`config.mk`:
```
export PLATFORM = sky130hd
export DESIGN_NAME = cgbp_div
export DESIGN_NICKNAME = d
export VERILOG_FILES = /design/src/rtl/cgbp_pkg.sv /design/src/rtl/cgbp_div.sv
export SDC_FILE = /design/constraint.sdc
export NUM_CORES = 1
export LEC_CHECK = 0
export ABC_AREA = 1
export BUFFER_PORTS_ARGS = -buffer_cell sky130_fd_sc_hd__buf_2
export CAP_MARGIN = 30
export CORE_ASPECT_RATIO = 1.2
export CORE_UTILIZATION = 45
export DETAILED_ROUTE_END_ITERATION = 7
export PLACE_DENSITY = 0.71
export SETUP_SLACK_MARGIN = 0.3
export SLEW_MARGIN = 25
export SYNTH_ARGS = -nofsm -noshare
export SYNTH_HDL_FRONTEND = slang
export SYNTH_SLANG_ARGS = --single-unit
```
`constraint.sdc`:
```
create_clock -name clk -period 4.1 [get_ports clk]
set_input_delay 0.41 -clock clk [delete_from_list [all_inputs] [get_ports clk]]
set_output_delay 0.41 -clock clk [all_outputs]
set_load 0.02 [all_outputs]
```
`src/rtl/cgbp_pkg.sv`:
```
// Package for the conservative grid block pool unit.
// Beat layouts, accumulator entry, sequencer states and fixed constants.
// No dependencies.
package cgbp_pkg;

  localparam int unsigned MAX_WIDTH   = 1024;
  localparam int unsigned MAX_FACTOR  = 16;
  localparam int unsigned MAX_HEIGHT  = 4096;
  localparam logic [16:0] QUALITY_ONE = 17'd65536;

  localparam logic [1:0] CFG_GRID_WIDTH  = 2'd0;
  localparam logic [1:0] CFG_GRID_HEIGHT = 2'd1;
  localparam logic [1:0] CFG_AGG_FACTOR  = 2'd2;

  typedef struct packed {
    logic [3:0]         pad;
    logic [15:0]        obs_count;
    logic [31:0]        obstacle_variance;
    logic [31:0]        elevation_variance;
    logic [16:0]        quality;
    logic [23:0]        observation_age;
    logic [15:0]        obstacle_height;
    logic               forbidden;
    logic               obstacle;
    logic               valid_req;
    logic signed [23:0] elevation;
  } in_beat_t;

  typedef struct packed {
    logic [5:0]         pad;
    logic [11:0]        parent_y;
    logic [9:0]         parent_x;
    logic [15:0]        parent_count;
    logic [31:0]        parent_obstacle_variance;
    logic [31:0]        parent_elevation_variance;
    logic [16:0]        parent_quality;
    logic [23:0]        parent_age;
    logic [15:0]        parent_obstacle_height;
    logic               parent_forbidden;
    logic               parent_obstacle;
    logic               parent_valid;
    logic signed [23:0] parent_elevation;
  } out_beat_t;

  // flags: bit0 obstacle, bit1 forbidden, bit2 all valid
  typedef struct packed {
    logic [2:0]         flags;
    logic [15:0]        max_height;
    logic [23:0]        max_age;
    logic [16:0]        min_quality;
    logic [31:0]        max_elev_var;
    logic [31:0]        max_obst_var;
    logic [15:0]        min_count;
    logic signed [31:0] elev_sum;
    logic [54:0]        elev_sumsq;
  } acc_t;

  typedef enum logic [2:0] {
    S_IDLE,
    S_UPD,
    S_MEAN,
    S_MEAN_WAIT,
    S_SQ,
    S_VAR,
    S_VAR_WAIT,
    S_EMIT
  } state_t;

endpackage

```
`src/rtl/cgbp_div.sv`:
```
// Radix-2 restoring divider, one quotient bit per cycle.
// 64-bit dividend, 17-bit divisor. Uses cgbp_pkg.
module cgbp_div (
  input  logic        clk,
  input  logic        rst,
  input  logic        start,
  input  logic [63:0] dividend,
  input  logic [16:0] divisor,
  output logic        done,
  output logic [63:0] quot,
  output logic [16:0] rem
);
  import cgbp_pkg::*;

  logic        busy;
  logic [5:0]  cnt;
  logic [16:0] d;
  logic [17:0] trial;
  logic        fits;

  assign trial = {rem, quot[63]};
  assign fits  = trial >= {1'b0, d};

  always_ff @(posedge clk) begin
    if (rst) begin
      busy <= 1'b0;
      done <= 1'b0;
      cnt  <= '0;
    end else begin
      done <= 1'b0;
      if (start) begin
        busy <= 1'b1;
        cnt  <= '0;
      end else if (busy) begin
        cnt <= cnt + 6'd1;
        if (cnt == 6'd63) begin
          busy <= 1'b0;
          done <= 1'b1;
        end
      end
    end
  end

  always_ff @(posedge clk) begin
    if (start) begin
      quot <= dividend;
      rem  <= '0;
      d    <= divisor;
    end else if (busy) begin
      quot <= {quot[62:0], fits};
      rem  <= fits ? 17'(trial - {1'b0, d}) : trial[16:0];
    end
  end

endmodule

```
======== Word-level counts from Yosys, hierarchy flattened ========
Cells that the tools add are included.
storage, ports and cells
  flip-flop bits (word level) ............. 106
  input bits .............................. 84
  logic and storage cells ................. 21
operators by class
  magnitude comparators ................... 1
  reduce and logical (&&, ||, !) cells .... 3
  eq/ne operators ......................... 1
  $add $sub $neg .......................... 2
  bitwise logic cells ..................... 1
  mux-type cells .......................... 7
operator list
  cell                   number
  $mux W64               2
  $ge A18 B17 Y1         1
  $mux W17               1
  $sub A17 B17 Y17       1
  $add A6 B1 Y6 const B  1
  $eq A6 B6 Y1 const B   1
  $mux W1                4
  $reduce_or A3 Y1       1
  $reduce_bool A2 Y1     1
  $reduce_or A2 Y1       1
  $not A1 Y1             1

======== Longest topological paths before layout ========
  depth in word-level cells ............... 4
  depth in mapped cells ................... 15
  mapped depth without buffers ............ 14

======== Worst setup path before layout ========
Ideal clock, no wire load.
  kind .................................... register -> register
  start ................................... register busy
  end ..................................... register quot[0] (enable)
  required time ........................... 3680 ps
  setup time .............................. 420 ps
  buffers on the path ..................... 0
  path slack .............................. 1875 ps
  data arrival time ....................... 1805 ps
  stages on the path, launching flop included .. 3
  clock period less this slack ............ 2225 ps
  path through ............................ dfxtp_1 > nor2_1 > inv_1
between the ends
  cells in the longest elaborated chain, start to end .. 1
RTL lines
  item                                 RTL line        source
  start: declaration                   cgbp_div.sv:15  logic busy;
  start signal: assignment             cgbp_div.sv:26  busy <= 1'b0;
  start signal: assignment             cgbp_div.sv:32  busy <= 1'b1;
  start signal: assignment             cgbp_div.sv:37  busy <= 1'b0;
  $reduce_bool A2 Y1 (no source line)  n/a
  end signal: assignment               cgbp_div.sv:46  quot <= dividend;
  end signal: assignment               cgbp_div.sv:50  quot <= {quot[62:0], fits};
  end: declaration                     cgbp_div.sv:10  output logic [63:0] quot,
No other way between the ends.
A chain may end at the register's enable or synchronous reset.

======== Final worst setup path ========
  start ................................... register quot[63]
  end ..................................... register rem[0]
between the ends
  cells in the longest elaborated chain, start to end .. 2
  elaborated cells on any way between the ends .. 3
  classes of those cells .................. add/sub (1); order compare (1); mux (1)
RTL lines
  item                                                       RTL line                        source
  $sub A17 B17 Y17 / $ge A18 B17 Y1 (equally long branches)  cgbp_div.sv:51, cgbp_div.sv:22
  $mux W17 *                                                 cgbp_div.sv:51                  rem <= fits ? 17'(trial - {1'b0, d}) : trial[16:0];
  end signal: assignment                                     cgbp_div.sv:51
  end: declaration                                           cgbp_div.sv:11                  output logic [16:0] rem
Every way passes the cells marked *; elsewhere a longest branch is shown, timed or not.

==> impl_metrics.py <==
metrics = {
    "global_routing": {
        "grt_use_total_pct": 22.6,
        "first_global_vias": 4568,
        "grt_max_degree": 84,
        "grt_pass1_wl_um": 21600,
        "antenna_found_initial": 2,
        "overflow": 0,
    },
    "outcome": {
        "status": "finished clean",
    },
    "worst_setup_path": {
        "cp.required_ps": 4370,
        "path_cells": "inv_1, ha_1, inv_1, fa_1, nand3_1, nand3_2, nand2_2, nand2_2, nand2_1, nand3_1, o21ai_0",
        "reg2regPathDepth": 11,
        "reg2reg_slack_ps": 1700,
        "crit_type": "flop to flop",
        "crit_slowest_cell": "fa_1",
        "critPathCaptureType": "flop",
        "r2r-start": "quot[63]$_DFFE_PP_",
        "start_kind": "flop",
        "reg2reg_to": "rem[0]$_SDFFE_PP0P_",
        "crit_fanout": 20,
        "cp_data_arrival_time_ps": 2660,
        "slowest_delay_ps": 420,
    },
    "routing": {
        "num_vias": 4752,
        "wire_per_inst_um": 13.4,
        "vias_per_cell": 4.76,
        "wirelength_um": 13400,
        "ant_nets": 0,
        "first_iter_violations": 213,
        "drtPass1Iterations": 5,
        "remaining_drc_errors": 0,
    },
    "synthesis": {
        "yosysTopAreaCell": "edfxtp_1",
        "syn_area_per_cell_um2": 8.25,
        "synth.most_common_cell": "nand2_1",
        "synth_cell_types": 30,
        "ys_async_sr_fraction_pct": 0,
        "synth_nets": 774,
        "ys.flop_type": "edfxtp_1",
        "yosys.area.top_type_share_pct": 43.9,
        "ys_seq_area_share_pct": 53.0,
        "yosys-top-cells-count": "nand2_1, edfxtp_1, inv_1",
        "synth_edf_count": 81,
        "yosys_register_bits": 106,
        "syn_area_um2": 5540,
        "syn-instance-count": 671,
        "ys_warn_count": 0,
        "yosys-top-cells-area": "edfxtp_1, nand2_1, dfxtp_1, inv_1, nand3_1",
    },
    "clocking": {
        "clk_pin_slew_worst_paths_ps": 70,
        "worstSkewPairLatency_ps": 350,
        "ctsResizeCount": 0,
        "numCtsBuffers": 9,
        "clock-sinks": 106,
        "ctsLongestPathBuffers": 2,
        "postCtsSetupBuffers": 0,
        "cts_tree": "yes",
        "clockRootBuffer": "clkbuf_16",
        "cts_max_level": 3,
        "ctsHoldBuffers": 0,
    },
    "cells_and_area": {
        "area_delta_synth_final_pct": 22.1,
        "drive_above_1_share_pct": 24.1,
        "fin_cells": 999,
        "fin_nets": 935,
    },
    "timing": {
        "slew_headroom_pct": 38.1,
        "clock_skew_ps": 9.13,
        "worstMarginPinSlew_ps": 928,
        "max_freq_mhz": 417,
        "post-route-min-period_ps": 2400,
        "fin_ws_ps": 1700,
        "finalCritPeriodShare_pct": 58.5,
        "tns_ps": 0,
        "setup_violations": 0,
        "grt_setup_unrepaired": "false",
        "final_max_slew_viol_count": 0,
        "timing.final.hold_violations": 0,
    },
    "power": {
        "power.density_nw_per_um2": 378,
        "leakagePower_nw": 3.55,
        "power.ir.vdd_worst_v": 0.000194,
    },
    "floorplanning": {
        "die_h_um": 124,
        "initial_core_util_pct": 45.9,
        "dieArea_um2": 12800,
        "pin_count": 166,
        "row_count": 44,
        "die_x_um": 103,
        "core-area_um2": 12100,
    },
    "placed_design": {
        "io_buffers": 165,
        "place.gp.congestion": 0.883,
        "dp_cells": 982,
        "dp_slack_ps": 1660,
        "dp_hpwl_um": 9700,
    },
    "flow_run": {
        "max_cap_viol_count": 0,
    },
    "worst_hold_path": {
        "hp-class": "input pin to flop",
        "worstHoldStart": "divisor[8]",
        "hold-path-cell-count": 1,
        "min_to": "d[8]$_DFFE_PP_",
    },
}
-- through the flow --
step / cell area [µm²] / hold slack [ps] / power, W / util (%)
4_1_cts: 6760 / 227 / 0.00257 / 56.1
2_1_floorplan: 5540 / 454 / 0.00156 / -
6_report: 6760 / 234 / 0.00255 / 56.1
3_3_place_gp: 6470 / 473 / 0.00172 / 53.7
5_1_grt: 6760 / 222 / 0.00265 / 56.1
3_5_place_dp: 6470 / 476 / 0.00172 / 53.7
-- cells by family after synthesis --
logic type	Yosys count	share of synthesized area, %
and+or+nand+nor	419	31.4
DFF	106	53.0
buffers and inverters	93	7.39
AOI/OAI and AO/OA	26	2.58
adders and majority gates	19	4.43
xor gates and xnor gates	8	1.27
-- worst max path at each step --
stage	to	depth (start not counted)	slack (ps)	from
floorplan	quot[0]$_DFFE_PP_	2	1880	busy$_SDFF_PP0_
global placement	rem[9]$_SDFFE_PP0P_	11	1760	quot[63]$_DFFE_PP_
detailed placement	rem[4]$_SDFFE_PP0P_	11	1660	quot[63]$_DFFE_PP_
CTS	rem[0]$_SDFFE_PP0P_	11	1660	quot[63]$_DFFE_PP_
global route	rem[9]$_SDFFE_PP0P_	11	1460	quot[63]$_DFFE_PP_
finish	rem[0]$_SDFFE_PP0P_	11	1700	quot[63]$_DFFE_PP_
-- metal layers --
metal | vias up | global-route usage [%] | part of all wire (%)
met3 | 8 | 7.01 | 7.6
met5 | - | 0 | 0
met2 | 149 | 40.2 | 50
met1 | 2140 | 26.4 | 41
met4 | 0 | 5.28 | 0.89
li1 | 2455 | - | -
-- state kept, by name, indices dropped and copies added, names as in the netlist --
name,count
cnt,6
done,1
rem,17
quot,64
d,17
busy,1
-- report_power, final --
group	internal (W)	switching, W
registers	0.00126	0.0000434
logic	0.000135	0.000261
clock network	0.000467	0.000389
total	0.00186	0.000694
-- worst max-delay path, delay by kind of cell (launching register included) --
kind	cells	cell delay (ps)
AOI/OAI and AO/OA	1	80
adders and majority gates	2	570
buffers and inverters	2	160
DFF	1	380
and+or+nand+nor	6	1130
-- cells in the final DEF, fill, tap and decap left out, drive strengths merged --
master and count:
fa 1, nand3b 9, ha 18, clkbuf 9, nand4 1, o21bai 2
edfxtp 81, and2 2, inv 72, o21ai 9, buf 171, diode 1
xnor2 8, a31oi 3, clkinv 6, nand2 322, nor2 27, dfxtp 25
bufinv 1, nor3b 1, a21oi 12, nor3 7, nand3 50
-- area by class of cell --
type                       instances  area (µm²)
fill                            1141        5300
inverter                          72         273
timing repair buffer             171         871
clock inverter                     7        60.1
clock buffer                       9         225
tap                              161         201
sequential                       106        2930
antenna                            1        2.50
multi-input combinational        472        2200
Power figures use the tool's default switching activity.
